**src/hdl/bcnc_pkg.sv**
```systemverilog
// shared types, constants and helpers for the branch coverage novelty check
// no dependencies
package bcnc_pkg;

  // default sizes
  localparam int unsigned MAP_SIZE_DEF    = 65536;
  localparam int unsigned VISITED_MAX_DEF = 256;

  // stored hash width
  localparam int unsigned HASH_W = 16;

  // xxh32 primes
  localparam logic [31:0] XP1 = 32'd2654435761;
  localparam logic [31:0] XP2 = 32'd2246822519;
  localparam logic [31:0] XP3 = 32'd3266489917;
  localparam logic [31:0] XP4 = 32'd668265263;
  localparam logic [31:0] XP5 = 32'd374761393;

  // cause codes
  localparam logic [1:0] CAUSE_NONE = 2'd0;
  localparam logic [1:0] CAUSE_COV  = 2'd1;
  localparam logic [1:0] CAUSE_CTX  = 2'd2;

  typedef struct packed {
    logic [63:0] branch_pc;
    logic        branch_taken;
  } in_word_t;

  typedef struct packed {
    logic       interesting;
    logic [1:0] cause;
  } out_word_t;

  // hashes of both directions of one branch
  typedef struct packed {
    logic [HASH_W-1:0] h;
    logic [HASH_W-1:0] ih;
  } edge_pair_t;

  typedef enum logic [1:0] {
    F_IDLE,
    F_HASH_T,
    F_HASH_I,
    F_PUSH
  } front_state_t;

  typedef enum logic [3:0] {
    B_CLEAR,
    B_IDLE,
    B_EDGE_RD,
    B_EDGE_CAP,
    B_CTX_RD,
    B_CTX_START,
    B_CTX_WAIT,
    B_CTX_BRD,
    B_CTX_BWR,
    B_INSERT,
    B_COV,
    B_INV_RD,
    B_INV_WR,
    B_RESULT
  } back_state_t;

  function automatic logic [31:0] rotl32(input logic [31:0] x, input logic [4:0] r);
    rotl32 = (x << r) | (x >> (6'd32 - {1'b0, r}));
  endfunction

endpackage

```
**src/hdl/bcnc_fifo.sv**
```systemverilog
// two-entry queue of edge hash pairs between front and back
// depends on bcnc_pkg
module bcnc_fifo (
  input  logic                 clk,
  input  logic                 rst,
  input  logic                 push,
  input  bcnc_pkg::edge_pair_t push_data,
  output logic                 full,
  input  logic                 pop,
  output logic                 q_valid,
  output bcnc_pkg::edge_pair_t q_data
);

  bcnc_pkg::edge_pair_t entries [2];
  logic       wp;
  logic       rp;
  logic [1:0] cnt;

  assign full    = (cnt == 2'd2);
  assign q_valid = (cnt != 2'd0);
  assign q_data  = entries[rp];

  // pointers and fill count
  always_ff @(posedge clk) begin
    if (rst) begin
      wp  <= 1'b0;
      rp  <= 1'b0;
      cnt <= 2'd0;
    end else begin
      if (push) begin
        wp <= ~wp;
      end
      if (pop) begin
        rp <= ~rp;
      end
      cnt <= 2'(cnt + {1'b0, push} - {1'b0, pop});
    end
  end

  // storage
  always_ff @(posedge clk) begin
    if (push) begin
      entries[wp] <= push_data;
    end
  end

endmodule

```
**config.mk**
```make
export PLATFORM = sky130hd
export DESIGN_NAME = bcnc_fifo
export DESIGN_NICKNAME = d
export VERILOG_FILES = /design/src/hdl/bcnc_pkg.sv /design/src/hdl/bcnc_fifo.sv
export SDC_FILE = /design/constraint.sdc
export NUM_CORES = 1
export LEC_CHECK = 0
export ABC_CLOCK_PERIOD_IN_PS = 2200
export BUFFER_PORTS_ARGS = -buffer_cell sky130_fd_sc_hd__buf_2
export CAP_MARGIN = 20
export CORE_ASPECT_RATIO = 1.4
export CORE_MARGIN = 4
export CORE_UTILIZATION = 40
export CTS_BUF_LIST = sky130_fd_sc_hd__clkbuf_8
export DETAILED_ROUTE_END_ITERATION = 12
export HOLD_SLACK_MARGIN = 0.1
export PLACE_DENSITY_LB_ADDON = 0.08
export SETUP_SLACK_MARGIN = 0.5
export SYNTH_ARGS = -nofsm -noshare
export SYNTH_HDL_FRONTEND = slang
export SYNTH_SLANG_ARGS = --single-unit
```
**constraint.sdc**
```tcl
create_clock -name clk -period 2.2 [get_ports clk]
set_input_delay 0.44 -clock clk [delete_from_list [all_inputs] [get_ports clk]]
set_output_delay 0.44 -clock clk [all_outputs]
set_load 0.1 [all_outputs]
```
==> results of run 1 <==
-- power by group through the flow --
stage / Clock (mW) / Sequential, mW / Combinational (mW)
CTS: 1.09 / 1.56 / 1.07
floorplan: 0 / 1.58 / 0.810
detailed placement: 0 / 1.59 / 0.928
global route: 1.15 / 1.57 / 1.16
global placement: 0 / 1.58 / 0.921
finish: 1.05 / 1.56 / 1.12
-- sequential cells by signal, indices dropped and copies added, names as in the netlist, named ones only --
| name | cells |
|---|---|
| rp | 1 |
| entries | 64 |
| cnt | 2 |
| wp | 1 |
-- kinds of logic (layout without fill, tap and decap cells) --
family | after synthesis | after routing
flip-flops | 69 | 69
buffers and inverters | 6 | 93
multiplexers | 32 | 32
XOR/XNOR | 3 | 3
AND/OR/NAND/NOR | 9 | 9
adder cells (fa/ha/maj) | 2 | 2
-- through the flow --
| step | total power, mW | instance area (sq um) | worst slack, ns |
|---|---|---|---|
| after floorplan | 2.39 | 2700 | 0.573 |
| after global placement | 2.50 | 3110 | 0.465 |
| after detailed placement | 2.52 | 3110 | 0.440 |
| after CTS | 3.72 | 3610 | 0.282 |
| after global routing | 3.87 | 3730 | 0.274 |
| final | 3.73 | 3730 | 0.330 |
-- layout make-up --
class	instances	area [sq um]	share of cell area, %
clock buffer	9	124	3.32
clock inverter	6	78.8	2.12
inverter	2	7.51	0.201
multi-input combinational	46	594	16.0
sequential	69	2030	54.4
tap	74	92.6	2.48
timing repair buffer	76	803	21.6
-- what timing repair did --
action,CTS,global route
endpoints found under the setup margin,34,32
resized for setup,84,20
hold buffers,0,0
gates cloned,1,1
-- placed cells by master (no fill, tap or decap), drive strengths merged --
cell type and n:
or2 1, mux2 32, xnor3 1, ha 2, clkinv 4, xnor2 2, dfxtp 5, buf 75
bufinv 2, and2 1, nor2b 3, inv 2, edfxtp 64, clkbuf 10, nor2 4
-- worst paths after layout --
check          startpoint              to  slack (ns)  cells past startpoint
min reg2reg            rp              rp        0.54                      2
max             flip-flop      q_data[24]        0.33                      3
min          push_data[6]   entries[1][6]        0.29                      1
max reg2reg            wp  entries[1][25]        0.76                      2
-- metal layers --
layer | vias to the layer above | share of wire [%] | routed length (microns) | GRT usage, %
li1 | 629 | - | - | -
met1 | 642 | 37 | 1710 | 12.6
met2 | 46 | 56 | 2570 | 21.0
met3 | 5 | 5.6 | 260 | 2.93
met4 | 0 | 1.4 | 66 | 8.40
met5 | - | 0 | 0 | 0
==> flow_metrics.tcl, run 1 <==
set metrics [dict create \
    status "finished clean" \
    vias_per_cell 4.69 \
    synth-simple-area-share_pct 1.72 \
    drive_gt1_share_pct 60.6 \
    postCtsSetupBuffers 0 \
    overflow 0 \
    grt_pass1_wl_mm 7.21 \
    drv_cap 0 \
    syn_area_per_cell_sq_um 22.2 \
    grt_max_degree 24 \
    worst_slew_pin_slew_ns 0.425 \
    synth_flop_cell "edfxtp_1" \
    n_antenna_cell 0 \
    pwr-share-comb_pct 29.9 \
    netlist_top_cells_count "edfxtp_1, mux2_4, dfxtp_1" \
    root_buffer "clkbuf_8" \
    io_pins 70 \
    area_growth_pct 38.8 \
    cts.sinks 69 \
    htreeDepth 3 \
    fin_tns_setup_ns 0 \
    p_leak_nw 1.50 \
    fillerInstances 527 \
    crit_path_end_kind "output pin" \
    start_util_pct 40.9 \
    core_region_area_sq_mm 0.00657 \
    ys_ff_latch 69 \
    synth_fa_ha_area_share_pct 0.932 \
    p_int_mw 2.54 \
    postSynthCellCount 121 \
    timing.final.crit_share_pct 85.0 \
    path_class "reg -> out" \
    path_max_fanout 10 \
    synth_top_area_share_pct 71.6 \
    drt_iter0_markers 95 \
    final-setup-viol-count 0 \
    switchingPower_mw 1.19 \
    netlist_area_sq_mm 0.00269 \
    cts_buffer_depth 2 \
    final_cells 282 \
    post-route-util_pct 56.7 \
    ant_nets 0 \
    critPathMaxStageDelay_ns 0.43 \
    insertion_delay_ns 0.33 \
    routed-via-count 1322 \
    seq_power_share_pct 41.9 \
    maxSlewViolCount 0 \
    crit_arrival_ns 1.43 \
    clk_pin_slew_ns 0.07 \
    required_ns 1.76 \
    routabilityCongestion 0.602 \
    critPathSlowestCell "dfxtp_4" \
    placed_cells 265 \
    yosysUniqueCellTypes 14 \
    wl_per_cell_microns 16.3 \
    numCtsBuffers 9 \
    swShare_pct 32.0 \
    powerDensity_mw_per_mm2 1000 \
    synth_most_common_cell "edfxtp_1" \
    synth_top_family_by_area "multiplexers" \
    max_freq_ghz 0.535 \
    dieArea_sq_mm 0.00811 \
    die_width_microns 77.2 \
    worstPathCellList "buf_12, mux2_4, buf_6" \
    tritoncts "built" \
    p_clk_share_pct 28.2 \
    period_minus_slack_ns 1.87 \
    grt_usage_pct 12.1 \
    firstDrtPassIters 4 \
    synth_edf_count 64 \
    rsz0062_at_grt "true" \
    portBuffers 69 \
    timing.hold.ws_ns 0.294 \
    synthMuxAreaShare_pct 17.6 \
    synth_xor_area_share_pct 1.49 \
    synth_warnings 0 \
    dp_hpwl_mm 3.06 \
    drc 0 \
    max_slew_margin_pct 71.7 \
    antenna_found_initial 0 \
    synth-async-reset-ratio_pct 0 \
    fp-row-count 35 \
    synth_area_leaders "edfxtp_1, mux2_4, dfxtp_1" \
    vdd_ir_drop_max_mv 0.563 \
    grt_pass1_vias 1502 \
    drt_wl_total_mm 4.61 \
    crit_family "flip-flops" \
    min_path_type "in -> reg" \
    start_kind "flip-flop" \
    synth_compound_area_share_pct 0 \
    path_buf_inv 2 \
    fp.dieH_microns 105 \
    num-nets-final 242 \
    seq_area_frac_synth_pct 75.3 \
    fin_skew_ns 0.00413 \
    yosysTopAreaCell "edfxtp_1" \
    synth_fp_nets 159 \
    hold_viol 0 \
]
Note: power is estimated with default switching activity, not from simulation.
==> run 2, diff against run 1 <==
- ABC_CLOCK_PERIOD_IN_PS: 2200 -> 1900
- clock period: 2.2 -> 1.9 ns (I/O delays scaled with it)
==> flow_metrics.tcl, run 2 (synthesis results as in run 1) <==
set metrics [dict create \
    fin_skew_ns 0.00439 \
    io_pins 70 \
    final_common_cell "edfxtp_1" \
    path_buf_inv 2 \
    max_slew_margin_pct 84.5 \
    final-setup-viol-count 0 \
    n_antenna_cell 0 \
    fp-row-count 35 \
    routabilityCongestion 0.565 \
    start_util_pct 40.9 \
    max_freq_ghz 0.554 \
    htreeDepth 3 \
    insertion_delay_ns 0.33 \
    core_region_area_sq_mm 0.00657 \
    area_growth_pct 46.2 \
    path_class "reg -> out" \
    firstDrtPassIters 4 \
    p_total_mw 4.48 \
    post-route-util_pct 59.8 \
    dp_hpwl_mm 3.25 \
    status "finished clean" \
    routed-via-count 1349 \
    antenna_found_initial 0 \
    placed_area_sq_mm 0.00335 \
    reg2reg_to "cnt[1]" \
    start_kind "flip-flop" \
    worstPathCellList "clkbuf_16, mux2_4, buf_12" \
    critPathMaxStageDelay_ns 0.42 \
    numCtsBuffers 9 \
    num-nets-final 244 \
    vdd_ir_drop_max_mv 0.556 \
    reg_top3 "entries (64), cnt (2)" \
    fp.dieH_microns 105 \
    cts.sinks 69 \
    powerDensity_mw_per_mm2 1140 \
    die_width_microns 77.2 \
    pre_cts_ws_ns 0.342 \
    grt_pass1_vias 1500 \
    regMostFlops "entries" \
    setup_ws_ns 0.0964 \
    hold_viol 0 \
    wl_per_cell_microns 17.1 \
    grt_pass1_wl_mm 7.18 \
    largest_reg_flops 64 \
    crit_family "flip-flops" \
    hp-start "push_data[3]" \
    path_max_fanout 8 \
    final_cells 285 \
    placed_cells 266 \
    drt_wl_total_mm 4.87 \
    root_buffer "clkbuf_8" \
    period_minus_slack_ns 1.80 \
    holdPathEnd "entries[0][3]" \
    timing.final.crit_share_pct 94.9 \
    grt_usage_pct 12.0 \
    drt_iter0_markers 62 \
    reg2reg_depth 6 \
    drive_gt1_share_pct 61.1 \
    timing.hold.ws_ns 0.234 \
    min_path_cells 1 \
    required_ns 1.52 \
    most-common-layout-cells "edfxtp_1, buf_12, buf_2" \
    maxSlewViolCount 0 \
    overflow 0 \
    grt_max_degree 17 \
    clk_pin_slew_ns 0.07 \
    ant_nets 0 \
    rsz0062_at_grt "true" \
    drv_cap 0 \
    hold_buffers 0 \
    critPathSlowestCell "dfxtp_4" \
    cts_buffer_depth 2 \
    crit_path_end_kind "output pin" \
    reg2reg_from "cnt[0]" \
    p_leak_nw 1.58 \
    dieArea_sq_mm 0.00811 \
    fin_tns_setup_ns 0 \
    min_path_type "in -> reg" \
    worst_slew_pin_slew_ns 0.232 \
    vias_per_cell 4.73 \
    design_area_sq_mm 0.00393 \
    crit_arrival_ns 1.42 \
    r2r_slack_ns 0.67 \
    tritoncts "built" \
    portBuffers 69 \
    drc 0 \
]
==> run 2: changes by cell type in the layout (fill, tap and decap cells not counted), moves of 2 or more <==
| cell | previous run | this run |
|---|---|---|
| buf_12 | 13 | 36 |
| buf_6 | 12 | 0 |
| buf_8 | 10 | 0 |
| clkinv_1 | 1 | 4 |
| clkinv_2 | 3 | 1 |
| dfxtp_1 | 4 | 2 |
| dfxtp_2 | 0 | 2 |
| mux2_2 | 2 | 0 |
| mux2_4 | 30 | 32 |
==> run 2: area by class of cell <==
| class | instances | area (sq um) |
|---|---|---|
| Clock buffer | 9 | 124 |
| Clock inverter | 7 | 80.1 |
| Fill cell | 506 | 2640 |
| Inverter | 2 | 7.51 |
| Multi-Input combinational cell | 46 | 611 |
| Sequential cell | 69 | 2030 |
| Tap cell | 74 | 92.6 |
| Timing Repair Buffer | 78 | 983 |
==> run 2: power by group <==
part	switching, mW	internal (mW)
Sequential	0.0392	1.77
Combinational	0.876	0.576
Clock	0.495	0.718
Total	1.41	3.07
==> run 2: repair_timing <==
action / CTS / global route
setup endpoints to repair: 34 / 34
gates cloned: 0 / 2
gates resized for setup: 47 / 39
pin swaps: 1 / 0
setup buffers: 1 / 0
==> run 2: how the worst max path moves through the flow <==
stage	to	start	depth (start not counted)	slack (ns)
final	q_data[1]	flip-flop	3	0.1
after global routing	q_data[25]	flip-flop	3	0.05
after CTS	q_data[0]	flip-flop	3	0.06
after detailed placement	q_data[0]	flip-flop	3	0.34
after global placement	q_data[0]	flip-flop	3	0.35
after floorplan	q_data[10]	flip-flop	3	0.51
==> run 2: layer usage <==
metal	GRT usage, %	routed length [microns]	vias up
li1	-	-	633
met5	0	0	-
met4	6.49	91	0
met3	4.74	320	7
met2	21.2	2780	48
met1	11.7	1680	661
